File: config.mk
export PLATFORM = sky130hd
export DESIGN_NAME = clbd_ram
export DESIGN_NICKNAME = d
export VERILOG_FILES = /design/src/rtl/cpu_load_balance_decider_unit_macros.svh /design/src/rtl/clbd_ram.sv
export SDC_FILE = /design/constraint.sdc
export NUM_CORES = 1
export LEC_CHECK = 0
export BUFFER_PORTS_ARGS = -buffer_cell sky130_fd_sc_hd__buf_2
export CAP_MARGIN = 20
export CORE_MARGIN = 2
export CORE_UTILIZATION = 40
export DETAILED_ROUTE_END_ITERATION = 12
export PLACE_DENSITY = 0.53
export SLEW_MARGIN = 15
export SYNTH_ARGS = -nofsm -noshare
export SYNTH_HDL_FRONTEND = slang
export SYNTH_SLANG_ARGS = --single-unit
File: constraint.sdc
create_clock -name clk -period 3.1 [get_ports clk]
set_input_delay 0.155 -clock clk [delete_from_list [all_inputs] [get_ports clk]]
set_output_delay 0.155 -clock clk [all_outputs]
set_load 0.02 [all_outputs]
File: src/rtl/cpu_load_balance_decider_unit_macros.svh
// Assertion macros shared by the load balance decider RTL.
`ifndef CPU_LOAD_BALANCE_DECIDER_UNIT_MACROS_SVH
`define CPU_LOAD_BALANCE_DECIDER_UNIT_MACROS_SVH
`ifndef NO_ASSERTIONS
`define CLBD_ASSERT(name, clk, rst, prop, msg) \
  name: assert property (@(posedge clk) disable iff (rst) prop) else $error(msg);
`define CLBD_ASSERT_NEXT(name, clk, rst, pre, post, msg) \
  name: assert property (@(posedge clk) disable iff (rst) (pre) |=> (post)) else $error(msg);
`else
`define CLBD_ASSERT(name, clk, rst, prop, msg)
`define CLBD_ASSERT_NEXT(name, clk, rst, pre, post, msg)
`endif
`endif

File: src/rtl/clbd_ram.sv
`default_nettype none
module clbd_ram #(
  parameter int WIDTH = 8,
  parameter int DEPTH = 32,
  localparam int AW = (DEPTH > 1) ? $clog2(DEPTH) : 1
) (
  input  logic             clk,
  input  logic             we,
  input  logic [AW-1:0]    waddr,
  input  logic [WIDTH-1:0] wdata,
  input  logic [AW-1:0]    raddr,
  output logic [WIDTH-1:0] rdata
);

  logic [WIDTH-1:0] mem [DEPTH];

  always_ff @(posedge clk) begin
    if (we) begin
      mem[waddr] <= wdata;
    end
    rdata <= mem[raddr];
  end

endmodule
`default_nettype wire

==> results.md, run 1 <==
* Critical path arrival at 2.25 ns
* CP startpoint kind: flop
* Clock Skew at 0.01305 ns
* CORE AREA at approximately 25,000 um^2
* Remaining global-route overflow at 0
* Power, Total at 0.007310 W
* Rows at 58
* Register Area at between 7000 and 8000 um^2
* Hold Path Stages at 2
* YS warnings at 0
* Worst slew pin tran at 1.021 ns
* DR vias/cell at 5.403
* Area occupied by multi-input gates at 2100 um^2
* Post-layout min period at roughly 1.9 ns
* Full die area at 26,420 um^2
* Synth Area in Simple Gates at 2.066%
* Clock sink total at between 200 and 300
* Post-synthesis cell type count at 15
* Critical path peak fanout at 1
* Req. time, crit path at 3.50 ns
* Worst-path clk slew at 0.06 ns
* Complex-gate fraction of the synthesized area at 0%
* Setup TNS at 0 ns
* CTS tree: built
* Leakage Power at between 3 and 4 nW
* Launch point of the worst reg-to-reg path: mem[30][6]
* Mapped Cells at roughly 420
* RR Endpoint: rdata[6]
* H-tree depth reported by CTS at 1
* Port bufs at 27
* Vias in the first global route at 4,584
* CTS Buffer Depth at 3
* IR drop worst, VDD at 0.0003527 V
* Reg-to-reg setup timing slack at approximately 1.3 ns
* Clock root buffer: clkbuf_16
* Critical path capture point type: flop
* Die Ht at 162.5 um
* Placed insts at approximately 760
* Max Clock Freq at 0.5405 GHz
* Synth Area in Adders at 0%
* Power Dens Cells at 642.3 nW/um^2
* DR DRC count at 0
* Hold Path End: rdata[4]
* Worst-Skew Late Latency at 0.52 ns
* Initial antenna violation count at 0
* Ant. Diodes at 0
* Area grow syn2layout at 13.20%
* Min-delay src: raddr[3]
* First-pass GRT wire length at 30,950 um
* Mux share of post-synthesis cell area at between 10% and 20%
* Starting Density at 40.39%
* CTS buffer count at 27
* Avg WL per Cell at 25.66 um
* Nets at 480
* Share of post-route cells with drive strength above 1 at around a third
* Final WL at 20,760 um
* HPWL after DPL at approximately 13,000 um
* Drt pass-1 iters at 4
* Final worst path period share at between 50% and 60%
* Non-filler cells, final at 809
* Setup repair after global routing missed its margin: no
* DRT antenna net count at 0
* Final Hold Fails at 0
* Gpl congestion at 0.7233
* Reg2Reg Depth at 3
* Seq/Total Area, Yosys at about four fifths
* Slew Limit Fails at 0
* Post-cts sizing count at 0
* IO Pins at 28
* Via count at 4,371
* Largest net degree at the start of global routing at 65
* FF+latch count, synth at between 200 and 300
* Synth Net Count at 437
* Total track usage at between 15 and 20%
* Main combinational cell family by area after synthesis: multiplexers
* Fillers at just over 2k
* Mapped cell area at 10,050 um^2
* Die Span X at 162.5 um
* Critical path class: flop to flop
* Slew headroom at 31.66%
* Outcome: finished, final reports clean
* Final setup violation count at 0
* Max-cap violations at 0
* Setup bufs post-CTS at 0
* Xor and xnor area share after synthesis at 0%
* Worst hold path type: input pin to flop
* # hold bufs at CTS at 0
* Initial DRC count at roughly 420
* Syn Area/Cell at 24.11 um^2
==> flip-flops by register name, summed over array words and instances, names as in the netlist <==
signal,flops
mem,256
rdata,8
==> layout make-up <==
cell class	instances	area share, %
Multi-Input combinational cell	133	18.45
Sequential cell	264	68.95
Clock buffer	33	6.135
Timing Repair Buffer	34	2.001
Tap cell	330	3.628
Clock inverter	15	0.8355
==> cell families (layout without fill, tap and decap cells) <==
family | count (synthesis) | count (layout)
buffers and inverters | 20 | 82
multiplexers | 88 | 88
flip-flops | 264 | 264
AND/OR/NAND/NOR | 45 | 45
==> cell usage after synthesis (all sizes together) <==
cell type,instances,area [um^2]
nand2,1,3.750
mux2,8,90.09
buf,14,83.82
nand3b,5,37.54
dfxtp,8,160.2
clkbuf,6,22.52
nand3,2,10.01
edfxtp,256,7687
or3,1,6.260
or3b,3,26.28
nor2,33,123.9
mux4,80,1802
==> metrics by stage <==
stage / utilization, % / hold WS (ns) / instance area (um^2) / setup slack, ns
after CTS: 45.72 / 0.07948 / 11380 / 1.224
after global placement: 42.54 / 0.5851 / 10590 / 0.9223
after detailed placement: 42.54 / 0.5817 / 10590 / 0.9062
after global routing: 45.72 / 0.08662 / 11380 / 1.203
after floorplan: - / 0.2539 / 10050 / 1.143
final: 45.72 / 0.1014 / 11380 / 1.250
==> how the worst max path moves through the flow <==
stage / slack, ns / endpoint / start
detailed placement: 0.91 / rdata[1] / raddr[0]
floorplan: 1.14 / rdata[0] / raddr[2]
global placement: 0.92 / rdata[1] / raddr[0]
CTS: 1.22 / rdata[6] / mem[30][6]
global route: 1.20 / rdata[6] / mem[30][6]
finish: 1.25 / rdata[6] / mem[30][6]
==> per-layer routing <==
layer | wire [um] | GRT usage, % | vias to the layer above
met3 | 1255 | 3.234 | 26
met4 | 297 | 3.701 | 0
met5 | 0 | 0 | -
met2 | 9641 | 24.60 | 126
met1 | 9562 | 24.76 | 2357
li1 | - | - | 1862
==> critical path, cell delays in order, from the launching register on <==
cell and delay, ns:
edfxtp_1 0.36, mux4_2 0.53, mux4_2 0.55, mux2_2 0.29
==> power breakdown <==
group / total [W] / leakage (nW) / internal [W] / switching, W
clock: 0.00293 / 0.399 / 0.00167 / 0.00126
combinational: 0.000388 / 0.750 / 0.000162 / 0.000226
sequential: 0.00399 / 2.37 / 0.00397 / 0.0000184
==> cells in the final DEF, fill, tap and decap left out, types with 2 or more instances in the layout <==
cell         n
clkbuf_16   27
buf_2       26
buf_12       3
mux2_2       8
clkinv_2    10
clkbuf_1     6
nand3_1      2
nor2_1      33
buf_4        5
clkinv_1     4
or3b_2       3
dfxtp_1      8
nand3b_1     5
edfxtp_1   256
mux4_2      80
Power figures use the tool's default switching activity.
==> inputs of run 2 (changes only) <==
--- a/config.mk
+++ b/config.mk
@@ -10,7 +10,7 @@
 export CORE_MARGIN = 2
 export CORE_UTILIZATION = 40
 export DETAILED_ROUTE_END_ITERATION = 12
-export PLACE_DENSITY = 0.53
+export PLACE_DENSITY = 0.55
 export SLEW_MARGIN = 15
 export SYNTH_ARGS = -nofsm -noshare
 export SYNTH_HDL_FRONTEND = slang
==> constraint.sdc (replaced) <==
create_clock -name clk -period 1.5 [get_ports clk]
set_input_delay 0.075 -clock clk [delete_from_list [all_inputs] [get_ports clk]]
set_output_delay 0.075 -clock clk [all_outputs]
set_load 0.02 [all_outputs]
==> run 2 against run 1 <==
Compared with the run above: the flow now finishes with violations (setup timing); via count rose by 2.7%; wire length up 1.8%; first-iteration DRC count is 16% higher; count of clock-buffer cells in the layout grew 7; hold slack better by 0.0044 ns; critical path type unchanged; largest cell class unchanged.
==> results.md, run 2 (synthesized netlist as in run 1, its figures left out) <==
* Outcome: complete, but fails checks
* Failing checks: setup timing
* Initial DRC count at 487 (+16%)
* Setup repair after global routing missed its margin: yes
* Nets at 523 (+9.0%)
* Critical path capture point type: flop
* CP delay by family, top: multiplexers
* Final setup violation count at 8 (+8)
* Worst-Skew Late Latency at 0.52 ns (about the same)
* Clock share of power at 40.8% (+0.7 points)
* Worst hold path type: input pin to flop
* Via count at 4,490 (+2.7%)
* Combinational Power Share at 5.7% (+0.4 points)
* Sw frac at 19.93% (-0.67 points)
* Reg2Reg Depth at 3 (unchanged)
* Fin Hold WS at 0.1058 ns (+0.004388 ns)
* Largest net degree at the start of global routing at 33 (-49%)
* IR drop worst, VDD at 0.0006230 V (+77%)
* CTS buffer count at 27 (unchanged)
* CP startpoint kind: flop
* DR DRC count at 0 (unchanged)
* Gpl congestion at 0.7553 (+4.4%)
* Pre-CTS WS at -0.5944 ns (-1.501 ns)
* Critical path launch point: mem[31][3]
* Setup TNS at -2.361 ns (-2.361 ns)
* Slew Limit Fails at 0 (unchanged)
* Ant. Diodes at 0 (unchanged)
* Worst-path clk slew at 0.06 ns (about the same)
* Clock root buffer: clkbuf_16
* DRT antenna net count at 0 (unchanged)
* Clock sink total at 264 (unchanged)
* Crit path max-delay cell type: mux4_2
* RR Endpoint: rdata[3]
* Max Clock Freq at 0.5462 GHz (+1.0%)
* Power Dens Cells at 1303 nW/um^2 (+100%)
* First-pass GRT wire length at 31,530 um (+1.9%)
* Slowest cell delay on critical path at 0.56 ns (about the same)
* Max-cap violations at 0 (unchanged)
* H-tree depth reported by CTS at 1 (unchanged)
* Final Hold Fails at 0 (unchanged)
* Crit-path cells: mux4_2 -> mux4_2 -> mux2_4
* Port bufs at 27 (unchanged)
* Worst setup margin at -0.3310 ns (-1.581 ns)
* CTS tree: built
* Starting Density at 40.39% (unchanged)
* Critical path arrival at 2.24 ns (about the same)
* Die Ht at 162.5 um (unchanged)
* Remaining global-route overflow at 0 (unchanged)
* DR vias/cell at 5.264 (-2.6%)
* Share of post-route cells with drive strength above 1 at 38.24% (+4.2 points)
* Post-layout min period at 1.831 ns (-0.01902 ns)
* Hold Path End: mem[19][3]
* HPWL after DPL at 13,540 um (+6.0%)
* Vias in the first global route at 4,661 (+1.7%)
* Req. time, crit path at 1.91 ns (-1.59 ns)
* Critical path peak fanout at 1 (unchanged)
* Setup bufs post-CTS at 0 (unchanged)
* Drt pass-1 iters at 4 (unchanged)
* Area grow syn2layout at 17.70%
* Min-delay src: wdata[3]
* Most numerous cell on the critical path: mux4_2
* Slew headroom at 54.51% (+23 points)
* Leakage Power at 3.792 nW (+7.6%)
* Full die area at 26,420 um^2 (unchanged)
* Hold Path Stages at 1 (-1)
* Avg WL per Cell at 24.78 um (-3.4%)
* Int Pwr at 0.01235 W (+110%)
* Layout Utilization at 47.54% (+1.8 points)
* Critical path class: flop to flop
* CORE AREA at 24,890 um^2 (unchanged)
* Final WL at 21,140 um (+1.8%)
* Clock Skew at 0.01805 ns (+0.004992 ns)
* Die Span X at 162.5 um (unchanged)
* Final worst path period share at 122.1% (+62 points)
* Commonest non-fill, non-tap cell in the layout: edfxtp_1
* Initial antenna violation count at 0 (unchanged)
* Most frequent cells in the layout: edfxtp_1 (256), mux4_2 (80), buf_4 (41)
* Sequential share of power at 53.5% (-1.1 points)
* Regs by FF count: mem x256, rdata x8
* Total track usage at 16.48% (+0.20 points)
* Reg-to-reg setup timing slack at -0.33 ns (-1.58 ns)
* Psw at 0.003074 W (+100%)
* Most flop-heavy register: mem
* Rows at 58 (unchanged)
* Worst slew pin tran at 0.6823 ns (-0.3390 ns)
* CTS Buffer Depth at 3 (unchanged)
* CP bufs+invs at 0 (unchanged)
* Launch point of the worst reg-to-reg path: mem[31][3]
* IO Pins at 28 (unchanged)
* Max reg flops at 256 (unchanged)
-- run 2: cell count changes in the layout (fill, tap and decap cells not counted) --
| cell | previous run | this run |
|---|---|---|
| clkbuf_1 | 6 | 11 |
| clkinv_2 | 10 | 2 |
| mux2_4 | 0 | 3 |
| buf_12 | 3 | 9 |
| clkinv_1 | 4 | 5 |
| dlygate4sd3_1 | 0 | 1 |
| clkbuf_8 | 0 | 2 |
| buf_4 | 5 | 41 |
| mux2_2 | 8 | 5 |
| bufinv_16 | 1 | 2 |
-- run 2: worst reg2reg max path: stages (launching register included) --
cell and delay (ns):
edfxtp_1 0.36, mux4_2 0.52, mux4_2 0.56, mux2_4 0.28
-- run 2: per-layer routing --
| metal | track usage, % | wire [um] | up-vias |
|---|---|---|---|
| met4 | 3.379 | 299 | 0 |
| met3 | 2.445 | 1025 | 21 |
| met2 | 25.47 | 10040 | 118 |
| met5 | 0 | 0 | - |
| met1 | 25.26 | 9768 | 2401 |
| li1 | - | - | 1950 |
-- run 2: what timing repair did --
action,4_1_cts,5_1_grt
setup endpoints to repair,8,8
gates resized for setup,2,1
hold endpoints to repair,2,0
hold buffers,1,0
-- run 2: cell type report --
class                      count  area (um^2)
tap                          330        412.9
fill                        2028        13060
multi-input combinational    133         2111
clock buffer                  40        744.5
sequential                   264         7848
timing repair buffer          77        628.1
clock inverter                 9        88.84
-- run 2: per-stage QoR --
stage,area (um^2),instances,power [W]
final,11830,853,0.01542
after global routing,11830,853,0.01594
after CTS,11830,853,0.01558
after detailed placement,10980,803,0.009294
after global placement,10980,803,0.009273
after floorplan,10160,417,0.008890
-- run 2: how the worst max path moves through the flow --
stage,to,slack (ns),cells after the start
floorplan,rdata[0],-0.17,5
global placement,rdata[0],-0.59,5
detailed placement,rdata[0],-0.59,5
CTS,rdata[0],-0.33,3
global route,rdata[0],-0.36,3
finish,rdata[3],-0.33,3
-- run 2: power groups by stage --
stage	logic [W]	clock network, W	registers, W
global route	0.000945	0.00675	0.00825
floorplan	0.000472	0	0.00842
CTS	0.000902	0.00643	0.00825
detailed placement	0.000891	0	0.00840
finish	0.000883	0.00630	0.00824
global placement	0.000870	0	0.00840
